File: src/design/rmq_pkg.sv
// Shared types and constants for the rotation matrix to quaternion pipeline.
// No dependencies; rmq_div_cell and the top level import this package, rmq_sqrt_cell does not.
`timescale 1ns / 1ps

package rmq_pkg;

  localparam int FRAC_BITS_DEF = 14;  // default fraction bits of elements and results
  localparam int IN_W          = 16;  // width of a matrix element
  localparam int OUT_W         = 16;  // width of a quaternion component
  localparam int NUM_W         = 18;  // signed sum or difference of two elements
  localparam int MAG_W         = 17;  // magnitude of a numerator, also the quotient width
  localparam int LANES         = 4;   // w, x, y, z

  // Lane of each quaternion component, also the code for the leading one.
  typedef enum logic [1:0] {
    LANE_W = 2'd0,
    LANE_X = 2'd1,
    LANE_Y = 2'd2,
    LANE_Z = 2'd3
  } lane_e;

  // Side data that travels alongside the square root.
  typedef struct packed {
    lane_e                        lead;
    logic                         degen;
    logic [LANES-1:0]             neg;
    logic [LANES-1:0][MAG_W-1:0]  mag;
  } sq_side_t;

  // Side data that travels alongside the dividers.
  typedef struct packed {
    lane_e                  lead;
    logic                   degen;
    logic [LANES-1:0]       neg;
    logic [LANES-1:0]       ovf;
    logic [OUT_W-1:0]       lead_val;
  } dv_side_t;

endpackage

File: src/design/rmq_div_cell.sv
// One cell of a restoring divider chain: settles one quotient bit per beat.
// Depends on rmq_pkg for the quotient width.
`timescale 1ns / 1ps

module rmq_div_cell #(
  parameter int DV_W = 32,
  parameter int DW   = 18,
  parameter int STEP = 0
) (
  input  logic                      clk_i,
  input  logic                      en_i,
  input  logic [DV_W-1:0]           dvd_i,
  input  logic [DW-1:0]             dvs_i,
  input  logic [DW-1:0]             rem_i,
  input  logic [rmq_pkg::MAG_W-1:0] quo_i,
  output logic [DV_W-1:0]           dvd_o,
  output logic [DW-1:0]             dvs_o,
  output logic [DW-1:0]             rem_o,
  output logic [rmq_pkg::MAG_W-1:0] quo_o
);

  import rmq_pkg::*;

  localparam int BIT = MAG_W - 1 - STEP;

  logic [DW:0]      cand, diff;
  logic [DW-1:0]    rem_d;
  logic             qbit;

  always_comb begin
    cand = {rem_i, dvd_i[BIT]};
    diff = cand - (DW + 1)'(dvs_i);
    qbit = (cand >= (DW + 1)'(dvs_i));
    rem_d = qbit ? diff[DW-1:0] : cand[DW-1:0];
  end

  always_ff @(posedge clk_i) begin
    if (en_i) begin
      dvd_o <= dvd_i;
      dvs_o <= dvs_i;
      rem_o <= rem_d;
      quo_o <= {quo_i[MAG_W-2:0], qbit};
    end
  end

endmodule

File: config.mk
export PLATFORM = sky130hd
export DESIGN_NAME = rmq_div_cell
export DESIGN_NICKNAME = d
export VERILOG_FILES = /design/src/design/rmq_pkg.sv /design/src/design/rmq_div_cell.sv
export SDC_FILE = /design/constraint.sdc
export NUM_CORES = 1
export LEC_CHECK = 0
export ABC_AREA = 1
export BUFFER_PORTS_ARGS = -buffer_cell sky130_fd_sc_hd__buf_4
export CORE_MARGIN = 2
export CORE_UTILIZATION = 52
export DETAILED_ROUTE_END_ITERATION = 7
export PLACE_DENSITY = 0.85
export SLEW_MARGIN = 20
export SYNTH_ARGS = -nofsm -noshare
export SYNTH_HDL_FRONTEND = slang
export SYNTH_SLANG_ARGS = --single-unit
File: constraint.sdc
create_clock -name clk_i -period 3.6 [get_ports clk_i]
set_input_delay 0.72 -clock clk_i [delete_from_list [all_inputs] [get_ports clk_i]]
set_output_delay 0.72 -clock clk_i [all_outputs]
set_load 0.05 [all_outputs]
==> impl_metrics.yaml <==
sta:
  worst_slack_ns: 1.06
  final_max_slew_viol_count: 0
  max_freq_mhz: 393
  finalHoldViolCount: 0
  fin_crit_sh_pct: 70.7
  fin_crit_ns: 2.54
  grt_setup_unrepaired: "false"
  finalSetupTns_ns: 0
  maxSlewHeadroom_pct: 30.2
  setup_viol: 0
  holdWs_ns: 0.533
  tightestPinTransition_ns: 1.05
logic_synthesis:
  synth_edf_count: 85
  yosys-top-cells-count: "106 x nand2_1, 85 x edfxtp_1, 49 x inv_1"
  netlist-cell-type-count: 29
  synthFlopType: "edfxtp_1"
  netlist.top_cell.by_area: "edfxtp_1"
  ys_ff_latch: 85
  syn_inst: 375
  ys_warn_count: 0
  netlist_top_cells_area: "edfxtp_1 62%, nand2_1 9.7%, ha_1 5.5%, inv_1 4.5%, nand3_1 3.3%"
  synth-async-reset-ratio_pct: 0
  syn_area_sq_um: 4110
  synth_most_common_cell: "nand2_1"
  syn-mean-instance-area_sq_um: 11.0
  ys_seq_area_share_pct: 62.1
  synth.top_cell.area_share_pct: 62.1
  syn-num-nets: 481
clock_tree:
  cts_resized: 0
  htree_levels: 3
  clockBufferDepth: 2
  clock-sinks: 85
  cts_setup_buffers: 0
  clkTransAtPathRegs_ns: 0.09
  tritoncts: "built"
  cts_made_buffers: 9
  holdBufCountCts: 0
  cts-root-buf: "clkbuf_8"
placed_design:
  gp_congestion: 0.829
  port_buffers: 170
  dp.final_hpwl_um: 7510
  dp_cells: 644
  dp_slack_ns: 0.659
  postPlaceCellArea_sq_um: 5480
cells_and_area:
  final_cells: 660
  area.growth.synth_to_final_pct: 38.8
  diodes: 0
  final_layout_size_suffix_gt1_share_pct: 39.2
  fillers: 578
  final_area_sq_um: 5700
  fin_nets: 659
global_route:
  first_global_vias: 3274
  grt_overflow: 0
  grt_pass1_wl_um: 15500
  grt_max_degree: 86
  grt_usage_pct: 23.2
  antenna_found_initial: 0
floorplanning:
  ios: 172
  die_w_um: 92.9
  initial_core_util_pct: 53.5
  core_sq_um: 7690
  fp.dieH_um: 92.9
  die-area_sq_um: 8630
  rows: 32
power:
  power_density_nw_per_um2: 491
  power.leakage_nw: 2.71
  ir_worst_vdd_uv: 285
setup_path:
  endpoint_kind: "flip-flop"
  crit_fanout: 20
  crit_required_ns: 3.70
  crit_arrival_ns: 2.65
  crit_type: "in2reg"
  start_kind: "primary input"
drt:
  vias: 3242
  wirelength_um: 9840
  viasPerCell: 4.91
  drt-initial-drc-count: 98
  drc: 0
  drt-met1-wl_um: 3720
  route.met2.wl_um: 5230
  ant_nets: 0
  routed.top_layer: "met4"
  dr.pass1.iters: 4
  wl_per_cell_um: 14.9
  met3_length_um: 789
worst_hold_path:
  hp-class: "in2reg"
job:
  drv_cap: 0
status:
  status: "finished clean"
-- sequential cells by signal, indices dropped and copies added (netlist names) --
signal,flops
dvd_o,32
rem_o,18
quo_o,17
dvs_o,18
-- metrics by stage --
step / util, % / power (mW)
final: 74.2 / 2.80
after global routing: 74.2 / 2.93
after CTS: 74.2 / 2.83
after detailed placement: 71.3 / 2.07
after global placement: 71.3 / 2.05
after floorplan: - / 1.79
-- logic make-up after synthesis --
group / after synthesis / share of synthesized area [%]
buffers and inverters: 55 / 5.66
AOI/OAI and AO/OA: 13 / 2.01
and+or+nand+nor: 195 / 22.5
adders and majority gates: 19 / 5.97
DFF: 85 / 62.1
xor gates and xnor gates: 8 / 1.71
-- area by class of cell --
cell class,count,area (sq um),share of cell area [%]
clock buffers,10,128,2.24
repair buffers,171,1280,22.5
clock inverters,6,95.1,1.67
inverters,51,191,3.36
multi-input cells,235,1320,23.2
well taps,102,128,2.24
flip-flops and latches,85,2550,44.8
-- final timing paths --
path / from / end / slack (ns) / depth (start not counted)
setup / recovery: dvs_i[14] / rem_o[15] / 1.06 / 9
hold / removal: dvd_i[18] / dvd_o[18] / 0.53 / 1
-- critical path, cell delays in order --
cell and delay [ns]:
buf_4 0.08, inv_1 0.04, ha_1 0.35, a21oi_1 0.22
nand2_1 0.14, a21oi_1 0.18, nand4_2 0.55, nand3_1 0.27
nand2_1 0.09
-- per-layer routing --
layer  vias up  track usage, %
met2       121            42.3
met5         -               0
met4         0            4.90
li1       1600               -
met3        11            7.73
met1      1510            26.3
-- layout by cell type (no fill, tap or decap), drive strengths merged --
cell	n
nand2	119
bufinv	2
a21oi	10
fa	1
nand4	1
nor3	3
nand3b	9
clkinvlp	2
and2	1
nor2	26
buf	171
xor2	8
ha	18
o21ai	2
nand3	34
inv	53
o21bai	1
edfxtp	85
clkbuf	10
or2	2
-- power breakdown --
| group | switching (mW) | total, mW | internal [mW] |
|---|---|---|---|
| clock | 0.355 | 0.753 | 0.398 |
| combinational | 0.558 | 0.821 | 0.264 |
| sequential | 0.0260 | 1.23 | 1.20 |
Note: power is estimated with default switching activity, not from simulation.
