<file path="src/design/rmq_sqrt_cell.sv">
// One cell of the restoring square root chain: settles one root bit per beat.
// Depends on nothing outside itself; the side word is an opaque bit vector.
`timescale 1ns / 1ps

module rmq_sqrt_cell #(
  parameter int SQ_W = 34,
  parameter int RT_W = 17,
  parameter int STEP = 0,
  parameter int P_W  = 8
) (
  input  logic              clk_i,
  input  logic              en_i,
  input  logic [SQ_W-1:0]   x_i,
  input  logic [RT_W+1:0]   rem_i,
  input  logic [RT_W-1:0]   root_i,
  input  logic [P_W-1:0]    side_i,
  output logic [SQ_W-1:0]   x_o,
  output logic [RT_W+1:0]   rem_o,
  output logic [RT_W-1:0]   root_o,
  output logic [P_W-1:0]    side_o
);

  localparam int RM_W = RT_W + 2;
  localparam int BIT  = SQ_W - 1 - 2 * STEP;

  logic [RM_W+1:0] cand, sub, diff;
  logic [RM_W-1:0] rem_d;
  logic [RT_W-1:0] root_d;

  always_comb begin
    cand = {rem_i, x_i[BIT -: 2]};
    sub  = (RM_W + 2)'({root_i, 2'b01});
    diff = cand - sub;
    if (cand >= sub) begin
      rem_d  = diff[RM_W-1:0];
      root_d = {root_i[RT_W-2:0], 1'b1};
    end else begin
      rem_d  = cand[RM_W-1:0];
      root_d = {root_i[RT_W-2:0], 1'b0};
    end
  end

  always_ff @(posedge clk_i) begin
    if (en_i) begin
      x_o    <= x_i;
      rem_o  <= rem_d;
      root_o <= root_d;
      side_o <= side_i;
    end
  end

endmodule

</file>
<file path="config.mk">
export PLATFORM = sky130hd
export DESIGN_NAME = rmq_sqrt_cell
export DESIGN_NICKNAME = d
export VERILOG_FILES = /design/src/design/rmq_sqrt_cell.sv
export SDC_FILE = /design/constraint.sdc
export NUM_CORES = 1
export LEC_CHECK = 0
export BUFFER_PORTS_ARGS = -buffer_cell sky130_fd_sc_hd__buf_2
export CORE_ASPECT_RATIO = 0.6
export CORE_MARGIN = 3
export CORE_UTILIZATION = 48
export DETAILED_ROUTE_END_ITERATION = 12
export GPL_TIMING_DRIVEN = 0
export MAX_ROUTING_LAYER = met4
export PLACE_DENSITY_LB_ADDON = 0.15
export SLEW_MARGIN = 0
export SYNTH_ARGS = -nofsm -noshare
export SYNTH_HDL_FRONTEND = slang
export SYNTH_SLANG_ARGS = --single-unit
</file>
<file path="constraint.sdc">
create_clock -name clk_i -period 2.8 [get_ports clk_i]
set_input_delay 0.28 -clock clk_i [delete_from_list [all_inputs] [get_ports clk_i]]
set_output_delay 0.28 -clock clk_i [all_outputs]
set_load 0.02 [all_outputs]
</file>
==> impl_metrics.prom, run 1 <==
# TYPE chip_impl_metric gauge
chip_impl_info{name="status",value="finished clean"} 1
chip_impl_metric{name="avgRoutedWirePerCell",unit="um"} 14.9
chip_impl_metric{name="cts_setup_buffers",unit=""} 0
chip_impl_metric{name="syn2layout_area_growth",unit="%"} 31.8
chip_impl_metric{name="timing.final.setup_violations",unit=""} 0
chip_impl_metric{name="sinks_on_clock_net",unit=""} 78
chip_impl_metric{name="synthDistinctLibCells",unit=""} 42
chip_impl_metric{name="first_global_vias",unit=""} 2427
chip_impl_metric{name="grt_pass1_wl",unit="um"} 12100
chip_impl_metric{name="drt_pre_antenna_iters",unit=""} 4
chip_impl_metric{name="floorplan.die_area",unit="um2"} 8890
chip_impl_metric{name="nets",unit=""} 535
chip_impl_metric{name="vias_per_cell",unit=""} 4.93
chip_impl_metric{name="cellLeakagePower",unit="uW"} 0.00217
chip_impl_metric{name="timing.max_slew.rel_slack",unit=""} 0.362
chip_impl_metric{name="synth_compound_area_frac",unit=""} 0.0930
chip_impl_metric{name="timing.final.crit_period",unit="ns"} 2.29
chip_impl_info{name="final_common_cell",value="buf_2"} 1
chip_impl_metric{name="finalHoldViolations",unit=""} 0
chip_impl_metric{name="total_grt_usage",unit=""} 0.186
chip_impl_info{name="min_from",value="x_i[18]"} 1
chip_impl_metric{name="mappedNetlistNets",unit=""} 367
chip_impl_metric{name="htreeDepth",unit=""} 3
chip_impl_metric{name="postRouteAntennaNets",unit=""} 0
chip_impl_info{name="category_of_the_worst_setup_path_launch_point",value="input pin"} 1
chip_impl_metric{name="cts_hold_buf",unit=""} 0
chip_impl_metric{name="post_cts.resized_instances",unit=""} 0
chip_impl_metric{name="synth_warnings",unit=""} 0
chip_impl_metric{name="syn_avg_cell_area",unit="um2"} 13.9
chip_impl_metric{name="post-route-period-util",unit=""} 0.819
chip_impl_metric{name="start_util",unit=""} 0.504
chip_impl_metric{name="fraction_of_final_layout_cells_with_drive_strength_greater_than_1",unit=""} 0.456
chip_impl_metric{name="simple_gate_portion_of_the_synthesized_area",unit=""} 0.0635
chip_impl_metric{name="fillerInstances",unit=""} 585
chip_impl_metric{name="adder_and_majority_gate_portion_of_the_synthesized_area",unit=""} 0.0638
chip_impl_info{name="root_buffer",value="clkbuf_16"} 1
chip_impl_metric{name="place.gp.congestion",unit=""} 0.827
chip_impl_metric{name="synth_edf_count",unit=""} 78
chip_impl_metric{name="coreArea",unit="um2"} 7390
chip_impl_metric{name="grt_antenna_before_repair",unit=""} 0
chip_impl_metric{name="detail_route.iter0.violations",unit=""} 225
chip_impl_metric{name="io_buffer_count",unit=""} 157
chip_impl_metric{name="drv_cap",unit=""} 0
chip_impl_info{name="ys.flop_type",value="edfxtp_1"} 1
chip_impl_info{name="clock_tree_from_tritoncts",value="done"} 1
chip_impl_metric{name="cts_buffers",unit=""} 9
chip_impl_metric{name="die_y",unit="um"} 74.2
chip_impl_metric{name="finalMaxSlewViolations",unit=""} 0
chip_impl_metric{name="synth_xor_area_frac",unit=""} 0.0353
chip_impl_metric{name="num_rows",unit=""} 24
chip_impl_metric{name="yosys_register_bits",unit=""} 78
chip_impl_metric{name="cts.reportedPaths.clkPinSlew",unit="ns"} 0.06
chip_impl_info{name="crit_type",value="input pin to register"} 1
chip_impl_metric{name="overflow",unit=""} 0
chip_impl_metric{name="achievable-frequency",unit="MHz"} 436
chip_impl_metric{name="synth-async-reset-ratio",unit=""} 0
chip_impl_metric{name="route.vias.total",unit=""} 2688
chip_impl_metric{name="part_of_the_yosys_area_used_for_sequential_elements",unit=""} 0.629
chip_impl_metric{name="fin_worst_hold_slack",unit="ns"} 0.119
chip_impl_metric{name="boundaryPins",unit=""} 158
chip_impl_metric{name="p_per_area",unit="nW/um2"} 647
chip_impl_metric{name="dr_drc_count",unit=""} 0
chip_impl_info{name="timing.critical_path.to",value="rem_o[18]"} 1
chip_impl_metric{name="cts_buffer_depth",unit=""} 2
chip_impl_metric{name="required",unit="ns"} 2.88
chip_impl_metric{name="number_of_diodes_added_for_antenna_fixing",unit=""} 0
chip_impl_info{name="layout.cells.most_common_list",value="buf_2 (157), edfxtp_1 (78), inv_1 (27)"} 1
chip_impl_metric{name="maximum_number_of_pins_on_one_net_before_global_route_repair",unit=""} 79
chip_impl_info{name="unrepaired_setup_endpoints_after_global_routing",value="false"} 1
chip_impl_info{name="timing.hold.worst.class",value="input pin to register"} 1
chip_impl_metric{name="timing.critical_path.fanout_max",unit=""} 10
chip_impl_info{name="crit_start",value="root_i[0]"} 1
chip_impl_metric{name="worst_slew_pin_slew",unit="ns"} 0.956
chip_impl_metric{name="synthMuxAreaShare",unit=""} 0.0702
chip_impl_metric{name="dp_hpwl",unit="um"} 6070
chip_impl_info{name="critical_path.endpoint_type",value="register"} 1
chip_impl_metric{name="tns",unit="ns"} 0
chip_impl_metric{name="max-vdd-ir-drop",unit="mV"} 0.407
chip_impl_metric{name="dieWidth",unit="um"} 120
chip_impl_metric{name="wl",unit="um"} 8110
chip_impl_metric{name="postLayoutCoreUtil",unit=""} 0.665
chip_impl_metric{name="cp.arrival",unit="ns"} 2.38
chip_impl_info{name="dominant_combinational_cell_family_by_area_after_synthesis",value="compound AO/OA/AOI/OAI gates"} 1
chip_impl_metric{name="synth_area",unit="um2"} 3730
chip_impl_metric{name="netlist_instances",unit=""} 268
[worst min-delay path by stage]
| stage | end | cells past startpoint |
|---|---|---|
| floorplan | root_o[10] | 0 |
| global placement | x_o[20] | 1 |
| detailed placement | x_o[15] | 1 |
| CTS | x_o[29] | 1 |
| global route | x_o[29] | 1 |
| finish | x_o[18] | 1 |
[final cells by class]
type,count,area (um2),area share
plain buffers,9,68.8,0.0140
clock buffers,10,229,0.0466
clock inverters,6,37.5,0.00764
inverters,27,101,0.0206
multi-input cells,154,1210,0.247
flip-flops and latches,78,2340,0.477
well taps,104,130,0.0265
repair buffers,157,788,0.161
[per-stage QoR]
step / instances / cell area (um2) / setup slack [ns] / total power, uW
CTS: 545 / 4910 / 0.560 / 3210
global placement: 529 / 4640 / 0.234 / 2150
floorplan: 268 / 3730 / 0.468 / 1920
detailed placement: 529 / 4640 / 0.202 / 2160
global route: 545 / 4910 / 0.339 / 3320
finish: 545 / 4910 / 0.506 / 3180
[power breakdown]
| group | total, uW | switching, uW | internal, uW |
|---|---|---|---|
| clock | 1030 | 438 | 596 |
| combinational | 692 | 406 | 285 |
| sequential | 1450 | 23.2 | 1430 |
| total | 3180 | 867 | 2310 |
[cell families after synthesis]
| kind of cell | Yosys count |
|---|---|
| xor+xnor | 15 |
| buf+inv | 36 |
| mux | 19 |
| flops | 78 |
| compound gates | 55 |
| fa+ha+maj | 19 |
| simple gates | 46 |
[flip-flops by register name, summed over array words and instances, names as in the netlist]
| register | flops |
|---|---|
| rem_o | 19 |
| side_o | 8 |
| root_o | 17 |
| x_o | 34 |
[cell usage after synthesis (2+ instances only)]
master / count / area, um2
mux2i_1: 4 / 40.0
mux2_4: 14 / 210
o21a_1: 4 / 30.0
nand3_1: 3 / 15.0
a21oi_1: 20 / 100
o311ai_0: 2 / 17.5
o21ai_0: 9 / 45.0
buf_6: 3 / 33.8
nor2b_1: 2 / 12.5
nand2_1: 14 / 52.6
clkbuf_2: 3 / 15.0
o2111ai_1: 3 / 26.3
a31oi_1: 3 / 18.8
buf_4: 2 / 15.0
xnor2_1: 8 / 70.1
a211oi_1: 2 / 15.0
nand2b_1: 3 / 18.8
ha_1: 19 / 238
inv_1: 27 / 101
o21ai_1: 2 / 10.0
nor2_1: 9 / 33.8
o211ai_1: 3 / 22.5
nor3_1: 3 / 15.0
xor2_1: 7 / 61.3
nand4_1: 5 / 31.3
edfxtp_1: 78 / 2340
[layer usage]
| layer | global-route usage | part of all wire | vias to the layer above |
|---|---|---|---|
| met5 | - | 0 | - |
| met4 | 0.0533 | 0.0089 | 0 |
| met1 | 0.264 | 0.48 | 1218 |
| met2 | 0.253 | 0.44 | 126 |
| li1 | - | - | 1338 |
| met3 | 0.0631 | 0.077 | 6 |
[worst max-delay path, cell delays in order]
cell and delay, ns:
buf_2 0.09, inv_1 0.04, ha_1 0.24, nor3_1 0.27, o21ai_1 0.20, o21ai_1 0.36
o21ai_2 0.15, a21oi_2 0.21, buf_6 0.21, mux2_4 0.32
(Power assumes the default switching activity.)
==> run 2: changes to the inputs <==
CORE_UTILIZATION = 43   (was 48)
clock period = 1.99 ns   (was 2.8 ns; I/O delays follow)
==> run 2 against run 1 <==
The run now ends with setup timing left. Via count grew 6.5%. Largest cell class unchanged. Wire length grew 15%. Cell area grew 9.0%. Combinational power grew 63%. Cell count grew 3.7%. Worst hold slack lost 0.081 ns. Non-clock buffer count grew 17. Global-route usage is essentially flat. Setup slack lost 0.53 ns. Critical endpoint is now rem_o[15]. Sequential cell count is the same.
==> impl_metrics.prom, run 2 (synthesis results as in run 1) <==
# TYPE chip_impl_metric gauge
chip_impl_metric{name="fillerInstances",unit=""} 650
chip_impl_metric{name="vias_per_cell",unit=""} 5.07
chip_impl_metric{name="timing.final.crit_period",unit="ns"} 2.01
chip_impl_metric{name="sinks_on_clock_net",unit=""} 78
chip_impl_metric{name="post-route-period-util",unit=""} 1.01
chip_impl_metric{name="cts_buffer_depth",unit=""} 2
chip_impl_info{name="final_common_cell",value="buf_2"} 1
chip_impl_metric{name="cellLeakagePower",unit="uW"} 0.00228
chip_impl_metric{name="timing.critical_path.fanout_max",unit=""} 7
chip_impl_metric{name="drt_pre_antenna_iters",unit=""} 5
chip_impl_metric{name="floorplan.die_area",unit="um2"} 9850
chip_impl_metric{name="p_per_area",unit="nW/um2"} 867
chip_impl_metric{name="place.gp.congestion",unit=""} 0.803
chip_impl_metric{name="largest_register_ffs",unit=""} 34
chip_impl_metric{name="avgRoutedWirePerCell",unit="um"} 16.4
chip_impl_metric{name="io_buffer_count",unit=""} 157
chip_impl_info{name="registers.top_by_ff_count",value="x_o"} 1
chip_impl_metric{name="cts_hold_buf",unit=""} 0
chip_impl_metric{name="power_switching_share",unit=""} 0.281
chip_impl_metric{name="grt_antenna_before_repair",unit=""} 0
chip_impl_metric{name="overflow",unit=""} 0
chip_impl_metric{name="nets",unit=""} 552
chip_impl_metric{name="drv_cap",unit=""} 0
chip_impl_info{name="crit_type",value="input pin to register"} 1
chip_impl_metric{name="boundaryPins",unit=""} 158
chip_impl_metric{name="fraction_of_final_layout_cells_with_drive_strength_greater_than_1",unit=""} 0.551
chip_impl_info{name="cp_top_family",value="compound AO/OA/AOI/OAI gates"} 1
chip_impl_info{name="timing.hold.worst.class",value="input pin to register"} 1
chip_impl_metric{name="required",unit="ns"} 2.06
chip_impl_metric{name="total_grt_usage",unit=""} 0.186
chip_impl_metric{name="dp_hpwl",unit="um"} 6270
chip_impl_metric{name="achievable-frequency",unit="MHz"} 497
chip_impl_metric{name="finalMaxSlewViolations",unit=""} 0
chip_impl_metric{name="power.internal",unit="uW"} 3340
chip_impl_metric{name="htreeDepth",unit=""} 3
chip_impl_info{name="timing.critical_path.cells",value="buf_6 -> inv_2 -> ha_4 -> nand4_1 -> buf_4 -> buf_4 -> buf_4 -> a211oi_2 -> o21a_1 -> o2111ai_2 -> o2111ai_2 -> mux2i_1"} 1
chip_impl_info{name="status",value="complete, but fails checks"} 1
chip_impl_metric{name="cts_buffers",unit=""} 9
chip_impl_metric{name="coreArea",unit="um2"} 8130
chip_impl_metric{name="pwr-share-comb",unit=""} 0.243
chip_impl_metric{name="finalInstanceArea",unit="um2"} 5360
chip_impl_metric{name="cp.arrival",unit="ns"} 2.09
chip_impl_metric{name="cts.reportedPaths.clkPinSlew",unit="ns"} 0.06
chip_impl_info{name="critPathMostFrequentCell",value="buf_4"} 1
chip_impl_metric{name="timing.final.setup_violations",unit=""} 1
chip_impl_metric{name="dieWidth",unit="um"} 126
chip_impl_info{name="layout.cells.most_common_list",value="buf_2 (146), edfxtp_1 (78), buf_4 (23)"} 1
chip_impl_metric{name="detail_route.iter0.violations",unit=""} 147
chip_impl_info{name="library_cell_contributing_the_largest_single_delay_on_the_critical_path",value="ha_4"} 1
chip_impl_metric{name="route.vias.total",unit=""} 2863
chip_impl_metric{name="start_util",unit=""} 0.458
chip_impl_info{name="min_from",value="root_i[7]"} 1
chip_impl_metric{name="net-switching-power",unit="uW"} 1300
chip_impl_metric{name="pwr-share-seq",unit=""} 0.441
chip_impl_metric{name="syn2layout_area_growth",unit="%"} 43.7
chip_impl_metric{name="max-vdd-ir-drop",unit="mV"} 0.487
chip_impl_metric{name="dpl-instance-area",unit="um2"} 4740
chip_impl_metric{name="grt_pass1_wl",unit="um"} 14000
chip_impl_info{name="biggestRegsByFlops",value="x_o: 34 flops, rem_o: 19 flops, root_o: 17 flops"} 1
chip_impl_metric{name="first_global_vias",unit=""} 2753
chip_impl_info{name="crit_start",value="root_i[10]"} 1
chip_impl_metric{name="worst_slack",unit="ns"} -0.0233
chip_impl_metric{name="num_rows",unit=""} 25
chip_impl_metric{name="cp_slowest_stage_delay",unit="ns"} 0.30
chip_impl_metric{name="instances_no_fill",unit=""} 565
chip_impl_info{name="clock_tree_from_tritoncts",value="done"} 1
chip_impl_info{name="category_of_the_worst_setup_path_launch_point",value="input pin"} 1
chip_impl_metric{name="wl",unit="um"} 9290
chip_impl_metric{name="maximum_number_of_pins_on_one_net_before_global_route_repair",unit=""} 79
chip_impl_metric{name="postRouteAntennaNets",unit=""} 0
chip_impl_metric{name="postLayoutCoreUtil",unit=""} 0.658
chip_impl_metric{name="dr_drc_count",unit=""} 0
chip_impl_info{name="critical_path.endpoint_type",value="register"} 1
chip_impl_info{name="violations",value="setup timing"} 1
chip_impl_metric{name="worst_slew_pin_slew",unit="ns"} 0.968
chip_impl_metric{name="cp.buffers_inverters",unit=""} 5
chip_impl_info{name="root_buffer",value="clkbuf_16"} 1
chip_impl_metric{name="clock_power_share",unit=""} 0.317
chip_impl_metric{name="tns",unit="ns"} -0.0233
chip_impl_metric{name="timing.max_slew.rel_slack",unit=""} 0.355
chip_impl_metric{name="finalHoldViolations",unit=""} 0
chip_impl_metric{name="die_y",unit="um"} 78.1
chip_impl_metric{name="number_of_diodes_added_for_antenna_fixing",unit=""} 0
chip_impl_metric{name="placed_cells",unit=""} 533
[run 2: what timing repair did]
item	CTS	global route
hold endpoints to repair	0	0
cloned	1	0
pin swaps	12	16
setup endpoints to repair	17	20
resized for setup	22	36
setup buffers	15	7
[run 2: stage by stage]
| step | total power [uW] | hold slack [ns] | worst slack, ns |
|---|---|---|---|
| floorplan | 2730 | 0.298 | -0.165 |
| global placement | 3060 | 0.376 | -0.511 |
| detailed placement | 3080 | 0.377 | -0.560 |
| CTS | 4630 | 0.0261 | -0.0260 |
| global route | 4850 | 0.0243 | -0.0888 |
| finish | 4640 | 0.0384 | -0.0233 |
[run 2: worst paths after layout]
| path | slack, ns | cells after the start | to |
|---|---|---|---|
| setup / recovery | -0.02 | 12 | rem_o[15] |
| hold / removal | 0.04 | 1 | root_o[8] |
[run 2: final cells by class]
| class | instances | area (um2) | area share |
|---|---|---|---|
| well taps | 108 | 135 | 0.0252 |
| multi-input cells | 154 | 1430 | 0.266 |
| clock inverters | 6 | 38.8 | 0.00724 |
| flip-flops and latches | 78 | 2340 | 0.437 |
| repair buffers | 180 | 1040 | 0.194 |
| clock buffers | 9 | 225 | 0.0421 |
| inverters | 27 | 121 | 0.0227 |
| plain buffers | 3 | 27.5 | 0.00514 |
[run 2: power by group through the flow]
stage	Clock [uW]	Combinational [uW]	Sequential [uW]
global route	1580	1210	2060
detailed placement	0	997	2080
global placement	0	982	2070
CTS	1520	1060	2050
finish	1470	1130	2040
floorplan	0	427	2300
[run 2: layer usage]
layer / global-route usage / up-vias / routed length [um]
li1: - / 1371 / -
met1: 0.244 / 1356 / 4090
met2: 0.285 / 121 / 4440
met3: 0.0530 / 15 / 651
met4: 0.0557 / 0 / 108
met5: - / - / 0
